File: config.mk
export PLATFORM = sky130hd
export DESIGN_NAME = twpw_ctrl
export DESIGN_NICKNAME = d
export VERILOG_FILES = /design/src/rtl/twpw_pkg.sv /design/src/rtl/twpw_ctrl.sv
export SDC_FILE = /design/constraint.sdc
export NUM_CORES = 1
export LEC_CHECK = 0
export ABC_AREA = 1
export BUFFER_PORTS_ARGS = -buffer_cell sky130_fd_sc_hd__buf_2
export CELL_PAD_IN_SITES_DETAIL_PLACEMENT = 1
export CELL_PAD_IN_SITES_GLOBAL_PLACEMENT = 1
export CORE_MARGIN = 5
export CORE_UTILIZATION = 24
export DETAILED_ROUTE_END_ITERATION = 8
export GPL_ROUTABILITY_DRIVEN = 1
export PLACE_DENSITY = 0.82
export SLEW_MARGIN = 10
export SYNTH_ARGS = -nofsm -noshare
export SYNTH_HDL_FRONTEND = slang
export SYNTH_SLANG_ARGS = --single-unit
File: constraint.sdc
create_clock -name clk -period 1.5 [get_ports clk]
set_clock_uncertainty 0.15 [all_clocks]
set_input_delay 0 -clock clk [delete_from_list [all_inputs] [get_ports clk]]
set_output_delay 0 -clock clk [all_outputs]
set_load 0.05 [all_outputs]
File: src/rtl/twpw_pkg.sv
// Package for the path weighted position counter (paths of three links).
// Holds sizes, register indexes, state codes and controller/datapath structs.
// No dependencies.
`timescale 1ns / 1ps

package twpw_pkg;

  localparam int MAX_ROWS    = 16;
  localparam int MAX_COLS    = 16;
  localparam int STORE_DEPTH = MAX_ROWS * MAX_COLS;
  localparam int ADDR_W      = $clog2(STORE_DEPTH);
  localparam int ROW_W       = $clog2(MAX_ROWS);
  localparam int COL_W       = $clog2(MAX_COLS);
  localparam int CNT_W       = 5;
  localparam int WEIGHT_W    = 16;
  localparam int ACC_W       = 32;
  localparam int NUM_W       = WEIGHT_W + 2;
  localparam int QUO_W       = 17;
  localparam int DIV_STEPS   = 16;
  localparam int DSTEP_W     = 5;
  localparam int LANES       = 4;
  localparam int CFG_IDX_W   = 4;

  localparam logic [CFG_IDX_W-1:0] REG_ROWS = CFG_IDX_W'(0);
  localparam logic [CFG_IDX_W-1:0] REG_COLS = CFG_IDX_W'(1);

  localparam logic [1:0] SEL_FIRST_COL  = 2'd0;
  localparam logic [1:0] SEL_SECOND_COL = 2'd1;
  localparam logic [1:0] SEL_FAR_ROW    = 2'd2;
  localparam logic [1:0] SEL_MID_ROW    = 2'd3;

  typedef enum logic [3:0] {
    S_LOAD, S_XP, S_XQ, S_XCHK, S_YQ, S_YP, S_YCHK, S_DIV, S_EMIT
  } state_t;

  typedef enum logic [1:0] {
    ADDR_XP, ADDR_XQ, ADDR_YQ, ADDR_YP
  } addr_sel_t;

  typedef struct packed {
    logic      load_wr;
    logic      start_walk;
    addr_sel_t addr_sel;
    logic      cap_wxp;
    logic      cap_wxq;
    logic      cap_wyq;
    logic      next_x;
    logic      reset_y;
    logic      next_y;
    logic      div_start;
    logic      acc_add;
    logic      emit_start;
    logic      emit_load;
  } cmd_t;

  typedef struct packed {
    logic x_ok;
    logic y_ok;
    logic y_eq_x;
    logic y_last;
    logic walk_last;
    logic div_done;
    logic out_free;
    logic emit_last;
  } status_t;

  // Saturate a node count into 2..hi.
  function automatic logic [CNT_W-1:0] clamp_count(input logic [CNT_W-1:0] v,
                                                   input logic [CNT_W-1:0] hi);
    logic [CNT_W-1:0] r;
    if (v < CNT_W'(2)) r = CNT_W'(2);
    else if (v > hi)   r = hi;
    else               r = v;
    return r;
  endfunction

endpackage

File: src/rtl/twpw_ctrl.sv
// Controller: sequences load, the pair walk, division and result output.
// Depends on twpw_pkg.
`timescale 1ns / 1ps

module twpw_ctrl (
  input  logic              clk,
  input  logic              rst_n,
  input  logic              in_valid,
  input  logic              in_last,
  output logic              in_ready,
  input  twpw_pkg::status_t status,
  output twpw_pkg::cmd_t    cmd
);

  twpw_pkg::state_t state_r, state_nxt;

  always_ff @(posedge clk) begin
    if (!rst_n) state_r <= twpw_pkg::S_LOAD;
    else        state_r <= state_nxt;
  end

  always_comb begin
    logic fin_x, adv_y;
    cmd          = '0;
    cmd.addr_sel = twpw_pkg::ADDR_XP;
    state_nxt    = state_r;
    in_ready     = 1'b0;
    fin_x        = 1'b0;
    adv_y        = 1'b0;
    unique case (state_r)
      twpw_pkg::S_LOAD: begin
        in_ready = 1'b1;
        if (in_valid) begin
          cmd.load_wr = 1'b1;
          if (in_last) begin
            cmd.start_walk = 1'b1;
            state_nxt      = twpw_pkg::S_XP;
          end
        end
      end
      twpw_pkg::S_XP: begin
        state_nxt = twpw_pkg::S_XQ;
      end
      twpw_pkg::S_XQ: begin
        cmd.addr_sel = twpw_pkg::ADDR_XQ;
        cmd.cap_wxp  = 1'b1;
        state_nxt    = twpw_pkg::S_XCHK;
      end
      twpw_pkg::S_XCHK: begin
        if (status.x_ok) begin
          cmd.cap_wxq = 1'b1;
          cmd.reset_y = 1'b1;
          state_nxt   = twpw_pkg::S_YQ;
        end else begin
          fin_x = 1'b1;
        end
      end
      twpw_pkg::S_YQ: begin
        cmd.addr_sel = twpw_pkg::ADDR_YQ;
        if (status.y_eq_x) adv_y = 1'b1;
        else               state_nxt = twpw_pkg::S_YP;
      end
      twpw_pkg::S_YP: begin
        cmd.addr_sel = twpw_pkg::ADDR_YP;
        cmd.cap_wyq  = 1'b1;
        state_nxt    = twpw_pkg::S_YCHK;
      end
      twpw_pkg::S_YCHK: begin
        if (status.y_ok) begin
          cmd.div_start = 1'b1;
          state_nxt     = twpw_pkg::S_DIV;
        end else begin
          adv_y = 1'b1;
        end
      end
      twpw_pkg::S_DIV: begin
        if (status.div_done) begin
          cmd.acc_add = 1'b1;
          adv_y       = 1'b1;
        end
      end
      twpw_pkg::S_EMIT: begin
        if (status.out_free) begin
          cmd.emit_load = 1'b1;
          if (status.emit_last) state_nxt = twpw_pkg::S_LOAD;
        end
      end
      default: state_nxt = twpw_pkg::S_LOAD;
    endcase

    // Next far row, or move on to the next middle row.
    if (adv_y) begin
      if (status.y_last) begin
        fin_x = 1'b1;
      end else begin
        cmd.next_y = 1'b1;
        state_nxt  = twpw_pkg::S_YQ;
      end
    end

    // Next middle row or column pair; the walk ends after the last one.
    if (fin_x) begin
      if (status.walk_last) begin
        cmd.emit_start = 1'b1;
        state_nxt      = twpw_pkg::S_EMIT;
      end else begin
        cmd.next_x = 1'b1;
        state_nxt  = twpw_pkg::S_XP;
      end
    end
  end

endmodule

==> results.txt, run 1 <==
top cells by area, synth = dfxtp_1 (19%), inv_1 (15%), nand2_1 (11%)
Max-Cap Viols = 0
fraction of layout cells with a size suffix above 1 = 0.664
initial core utilization = 0.245
overall power = 581 µW
Post-Syn Instances = 70
CTS tree = built
Ant. Diodes = 0
vias in the first global route = 664
most used cell, CP = nor2_4
worst slack at placement = -0.0268 ns
total gr overflow = 0
routability cong. = 0.835
failing checks = setup timing
setup repair after global routing missed its margin = yes
CTS clk-pin slew, worst paths = 0.04 ns
synthesized flop and latch total = 4
top flop regs = state_r x4
Multi-input gate area = 340 µm²
crit-path max FO = 5
total wire length = 1.70 mm
cell taking the most area after synthesis = dfxtp_1
# DRC = 0
vias after detailed routing = 610
nets@finish = 127
Seq/Total Area, Yosys = 0.193
largest family of logic cells by synthesized area = simple AND/OR/NAND/NOR gates
Slowest-stage cell, CP = dfxtp_4
warnings from Yosys = 0
hold path cells = 5
Reg area = 95.1 µm²
routed wire length per instance = 13.1 µm
initial antenna violation count = 0
largest net degree at the start of global routing = 6
relative slew slack = 0.832
drt first pass iters = 3
drt via density = 4.69
Fillers = 221
Largest Register = state_r
distinct cell type count after synthesis = 20
die height = 51.5 µm
TritonCTS Buffers = 3
DP HPWL = 1.21 mm
min cycle time layout = 1.62 ns
Area Overhead vs Synth = 116%
I/O pin count = 27
Synth Area in Simple Gates = 0.544
R2R Setup Slk = 0.02 ns
CP Buf/Inv Count = 2
top-area cell type share of the netlist area = 0.193
global-route wire length before repair = 2.82 mm
row count = 15
Adder-Cell Fraction of Synth Area = 0
ANT nets after route = 0
Leak = 0.000475 µW
Crit. Startpoint = state_r[2]
syn nets = 82
Hold Path End = state_r[0]
Max IR drop VDD = 0.000387 V
Mapped Avg Cell Area = 5.92 µm²
status = finished with violations
pwr/cell area = 651 mW/mm²
Clock Latency Late Sink = 0.24 ns
CP delay by family, top = simple AND/OR/NAND/NOR gates
Largest register FFs = 4
mux contribution to synthesized area = 0
worst reg2reg path depth = 10
setup TNS = -0.471 ns
startpoint class of the critical path = flip-flop
Synth Area in Compound Gates = 0.0634
I/O Buffers = 26
crit path kind = flip-flop to output pin
fin cells = 130
Data arrival, critical path = 1.47 ns
CP peak stage delay = 0.37 ns
core area = 0.00169 mm²
htree depth = 1
Worst Path Required = 1.35 ns
Max Fclk = 0.616 GHz
final count of negative-setup-slack endpoints = 5
Hold Crit Class = primary input to flip-flop
crit-path cells = inv_4 -> nor2_4 -> nand3_2 -> nand4_1 -> nand2_2 -> nor2_4 -> buf_6
CP Capture Type = output pin
XOR/XNOR Fraction of Synth Area = 0
die width = 51.5 µm
Syn Std Cell Area = 414 µm²
Root Driver = clkbuf_4
final cycle utilization of the critical path = 1.08
total clock sinks = 4
DRT iter0 DRCs = 4
Total Routing Usage GR = 0.143
Slew @ Worst Pin = 0.254 ns
FF-to-FF Start = state_r[2]
Hold Vio Cnt, Final = 0
Max clock buf depth = 2
placed cell count = 116
Hold Crit Start = status[4]
max-slew violations = 0
Final WS setup = -0.123 ns
reg2reg end = state_r[0]
die area = 0.00266 mm²
## worst reg2reg max path, stage by stage (launching register included)
cell	delay (ns)
dfxtp_4	0.37
inv_4	0.04
nor2_4	0.15
buf_4	0.14
buf_4	0.11
nand2_1	0.08
nor2_4	0.10
nor2_1	0.05
nand3_1	0.08
o21ai_1	0.07
nor2_1	0.08
## layout by cell type (no fill, tap or decap)
cell	count
and2_2	1
nor2_1	4
clkbuf_4	3
o211ai_1	1
nand2_1	10
clkinvlp_4	1
inv_2	6
or2_4	1
nand2_2	2
nor3_4	2
buf_4	12
buf_2	15
nand3_2	6
nand4_1	2
nand2_4	1
o21ai_1	1
nor4_2	1
inv_4	1
inv_1	12
nor2_4	7
buf_8	4
nand3_1	3
buf_6	6
a41oi_1	1
dfxtp_4	4
dlygate4sd3_1	4
nor2_2	1
a21oi_2	1
## metrics by stage
stage	cell area, µm²	hold slack (ns)	util
2_1_floorplan	475	-0.0912	-
3_3_place_gp	646	0.0968	0.382
3_5_place_dp	646	0.106	0.382
4_1_cts	795	0.000500	0.470
5_1_grt	893	0.0201	0.529
6_report	893	0.00794	0.529
## how the worst max path moves through the flow
| stage | end | slack (ns) | cells after the start |
|---|---|---|---|
| 3_5_place_dp | cmd[6] | -0.03 | 7 |
| 4_1_cts | cmd[6] | -0.12 | 7 |
| 2_1_floorplan | cmd[0] | -0.12 | 3 |
| 3_3_place_gp | cmd[6] | 0.04 | 7 |
| 6_report | cmd[6] | -0.12 | 7 |
| 5_1_grt | cmd[6] | -0.21 | 7 |
## synth_stat cells
cell type,n
o211ai_1,1
nor3_1,2
inv_2,4
and2_1,1
a21oi_1,1
dfxtp_1,4
nand2_4,1
o21ai_0,1
buf_4,1
nor2_1,7
nand3_2,4
a41oi_1,1
nor2_2,4
nor2_4,1
nor4_1,1
or2_2,1
nand3_1,5
nand4_1,2
inv_1,16
nand2_1,12
## cells by family after synthesis
group,Yosys count
compound gates,4
buf+inv,21
flops,4
simple gates,41
## power breakdown
group,internal (µW),switching (µW)
registers,115,18.4
logic,111,199
clock network,89.8,48.2
## timing repair
item	CTS	global route
setup endpoints to repair	11	17
resized for setup	23	25
gates cloned	0	0
hold buffers	4	0
hold endpoints to repair	4	0
pin swaps	6	3
setup buffers	3	4
## per-layer routing
layer | up-vias | global-route usage | routed length, µm
met5 | - | 0 | 0
met4 | 0 | 0.0917 | 34
met3 | 5 | 0.0229 | 107
met2 | 21 | 0.269 | 972
met1 | 282 | 0.144 | 589
li1 | 302 | - | -
## final cells by class
cell class,instances,area share
Inverter,20,0.0910
Tap cell,17,0.0238
Multi-Input combinational cell,45,0.381
Sequential cell,4,0.106
Timing Repair Buffer,41,0.373
Clock buffer,3,0.0252
Power figures use the tool's default switching activity.
==> run 2, diff against run 1 <==
--- a/config.mk
+++ b/config.mk
@@ -6,14 +6,14 @@
 export NUM_CORES = 1
 export LEC_CHECK = 0
 export ABC_AREA = 1
-export BUFFER_PORTS_ARGS = -buffer_cell sky130_fd_sc_hd__buf_2
+export BUFFER_PORTS_ARGS = -buffer_cell sky130_fd_sc_hd__buf_4
 export CELL_PAD_IN_SITES_DETAIL_PLACEMENT = 1
 export CELL_PAD_IN_SITES_GLOBAL_PLACEMENT = 1
 export CORE_MARGIN = 5
-export CORE_UTILIZATION = 24
+export CORE_UTILIZATION = 26
 export DETAILED_ROUTE_END_ITERATION = 8
 export GPL_ROUTABILITY_DRIVEN = 1
-export PLACE_DENSITY = 0.82
+export PLACE_DENSITY = 0.88
 export SLEW_MARGIN = 10
 export SYNTH_ARGS = -nofsm -noshare
 export SYNTH_HDL_FRONTEND = slang
==> constraint.sdc (replaced) <==
create_clock -name clk -period 1.87 [get_ports clk]
set_clock_uncertainty 0.15 [all_clocks]
set_input_delay 0 -clock clk [delete_from_list [all_inputs] [get_ports clk]]
set_output_delay 0 -clock clk [all_outputs]
set_load 0.05 [all_outputs]
==> results.txt, run 2 (synthesized netlist as in run 1, its figures left out) <==
Largest Register = state_r
row count = 14
Ant. Diodes = 0
vias in the first global route = 567
initial antenna violation count = 0
total clock sinks = 4
overall power = 425 µW
Slowest-stage cell, CP = dfxtp_1
DP HPWL = 1.12 mm
CP peak stage delay = 0.42 ns
commonest cells after routing, fill and taps aside = buf_4 (28), inv_1 (16), nand2_1 (12)
Leak = 0.000433 µW
Root Driver = clkbuf_4
Clock Latency Late Sink = 0.23 ns
routed wire length per instance = 12.0 µm
routability cong. = 0.832
die width = 49.9 µm
Max-Cap Viols = 0
R2R Setup Slk = 0.38 ns
drt via density = 4.59
CTS clk-pin slew, worst paths = 0.04 ns
ANT nets after route = 0
Max IR drop VDD = 0.000316 V
total gr overflow = 0
Max clock buf depth = 2
Data arrival, critical path = 1.63 ns
CTS tree = built
global-route wire length before repair = 2.37 mm
Largest register FFs = 4
fraction of layout cells with a size suffix above 1 = 0.486
die area = 0.00249 mm²
status = finished, final reports clean
most common cell after layout, fill and taps aside = buf_4
final cycle utilization of the critical path = 0.950
Crit. Startpoint = state_r[0]
startpoint class of the critical path = flip-flop
crit-path max FO = 5
largest net degree at the start of global routing = 9
Hold Vio Cnt, Final = 0
I/O pin count = 27
Layout Utilization = 0.483
worst reg2reg path depth = 7
CP Capture Type = output pin
# DRC = 0
drt first pass iters = 4
crit-path cells = nand2_1 -> inv_2 -> nand3_1 -> nand4_1 -> nand2_1 -> nor2_1 -> buf_4
TritonCTS Buffers = 3
most used cell, CP = nand2_1
nets@finish = 119
core area = 0.00151 mm²
min cycle time layout = 1.78 ns
pwr/cell area = 584 mW/mm²
Hold Crit Start = status[4]
Max Fclk = 0.563 GHz
Hold Crit Class = primary input to flip-flop
top flop regs = state_r x4
total wire length = 1.45 mm
Total Routing Usage GR = 0.119
Worst Path Required = 1.72 ns
die height = 49.9 µm
max-slew violations = 0
reg2reg end = state_r[2]
crit path to = cmd[6]
initial core utilization = 0.275
htree depth = 1
vias after detailed routing = 555
Slew @ Worst Pin = 0.231 ns
I/O Buffers = 26
Area Overhead vs Synth = 75.8%
relative slew slack = 0.846
crit path kind = flip-flop to output pin
final count of negative-setup-slack endpoints = 0
FF-to-FF Start = state_r[0]
DRT iter0 DRCs = 9
[run 2: changes by cell type in the layout (fill, tap and decap cells not counted), sizes merged]
| cell | before | now |
|---|---|---|
| buf | 37 | 28 |
| dlygate4sd3 | 4 | 5 |
| clkinvlp | 1 | 0 |
| inv | 19 | 20 |
[run 2: what timing repair did]
item | CTS | global route
buffers inserted | 0 | 2
resized for setup | 0 | 2
hold buffers | 5 | 0
setup endpoints to repair | 0 | 2
hold endpoints to repair | 4 | 0
[run 2: area by class of cell]
| cell class | instances | area (µm²) |
|---|---|---|
| multi-input cells | 45 | 268 |
| well taps | 16 | 20.0 |
| repair buffers | 33 | 260 |
| inverters | 20 | 75.1 |
| clock buffers | 3 | 22.5 |
| flip-flops and latches | 4 | 82.6 |
| fillers | 215 | 778 |
[run 2: per-layer routing]
metal	global-route usage	vias to the layer above	routed length, µm
li1	-	285	-
met1	0.124	250	573
met2	0.212	20	769
met3	0.0512	0	105
met4	0.0393	0	0
met5	0	-	0
[run 2: worst max-delay path, delay by kind of cell, from the launching register on]
family        cells  cell delay [ns]
buf+inv           2             0.31
simple gates      5             0.66
flops             1             0.42
[run 2: how the worst min path moves through the flow]
stage,end,cells past startpoint
3_5_place_dp,state_r[3],3
2_1_floorplan,state_r[3],2
5_1_grt,state_r[1],5
3_3_place_gp,state_r[3],3
6_report,state_r[1],5
4_1_cts,state_r[0],5
[run 2: through the flow]
step           cell area [µm²]  hold slack [ns]  TNS, ns  setup WS (ns)  std cells
2_1_floorplan              430          -0.0408        0        0.00290         70
3_3_place_gp               638            0.101        0          0.379        111
3_5_place_dp               638            0.108        0          0.348        111
4_1_cts                    711           0.0124        0         0.0841        119
5_1_grt                    728           0.0552  -0.0184        -0.0184        121
6_report                   728          0.00849        0         0.0943        121
[run 2: power by group]
part	switching [µW]	internal, µW
logic	139	74.1
clock network	34.3	71.7
registers	11.9	93.6
total	186	239
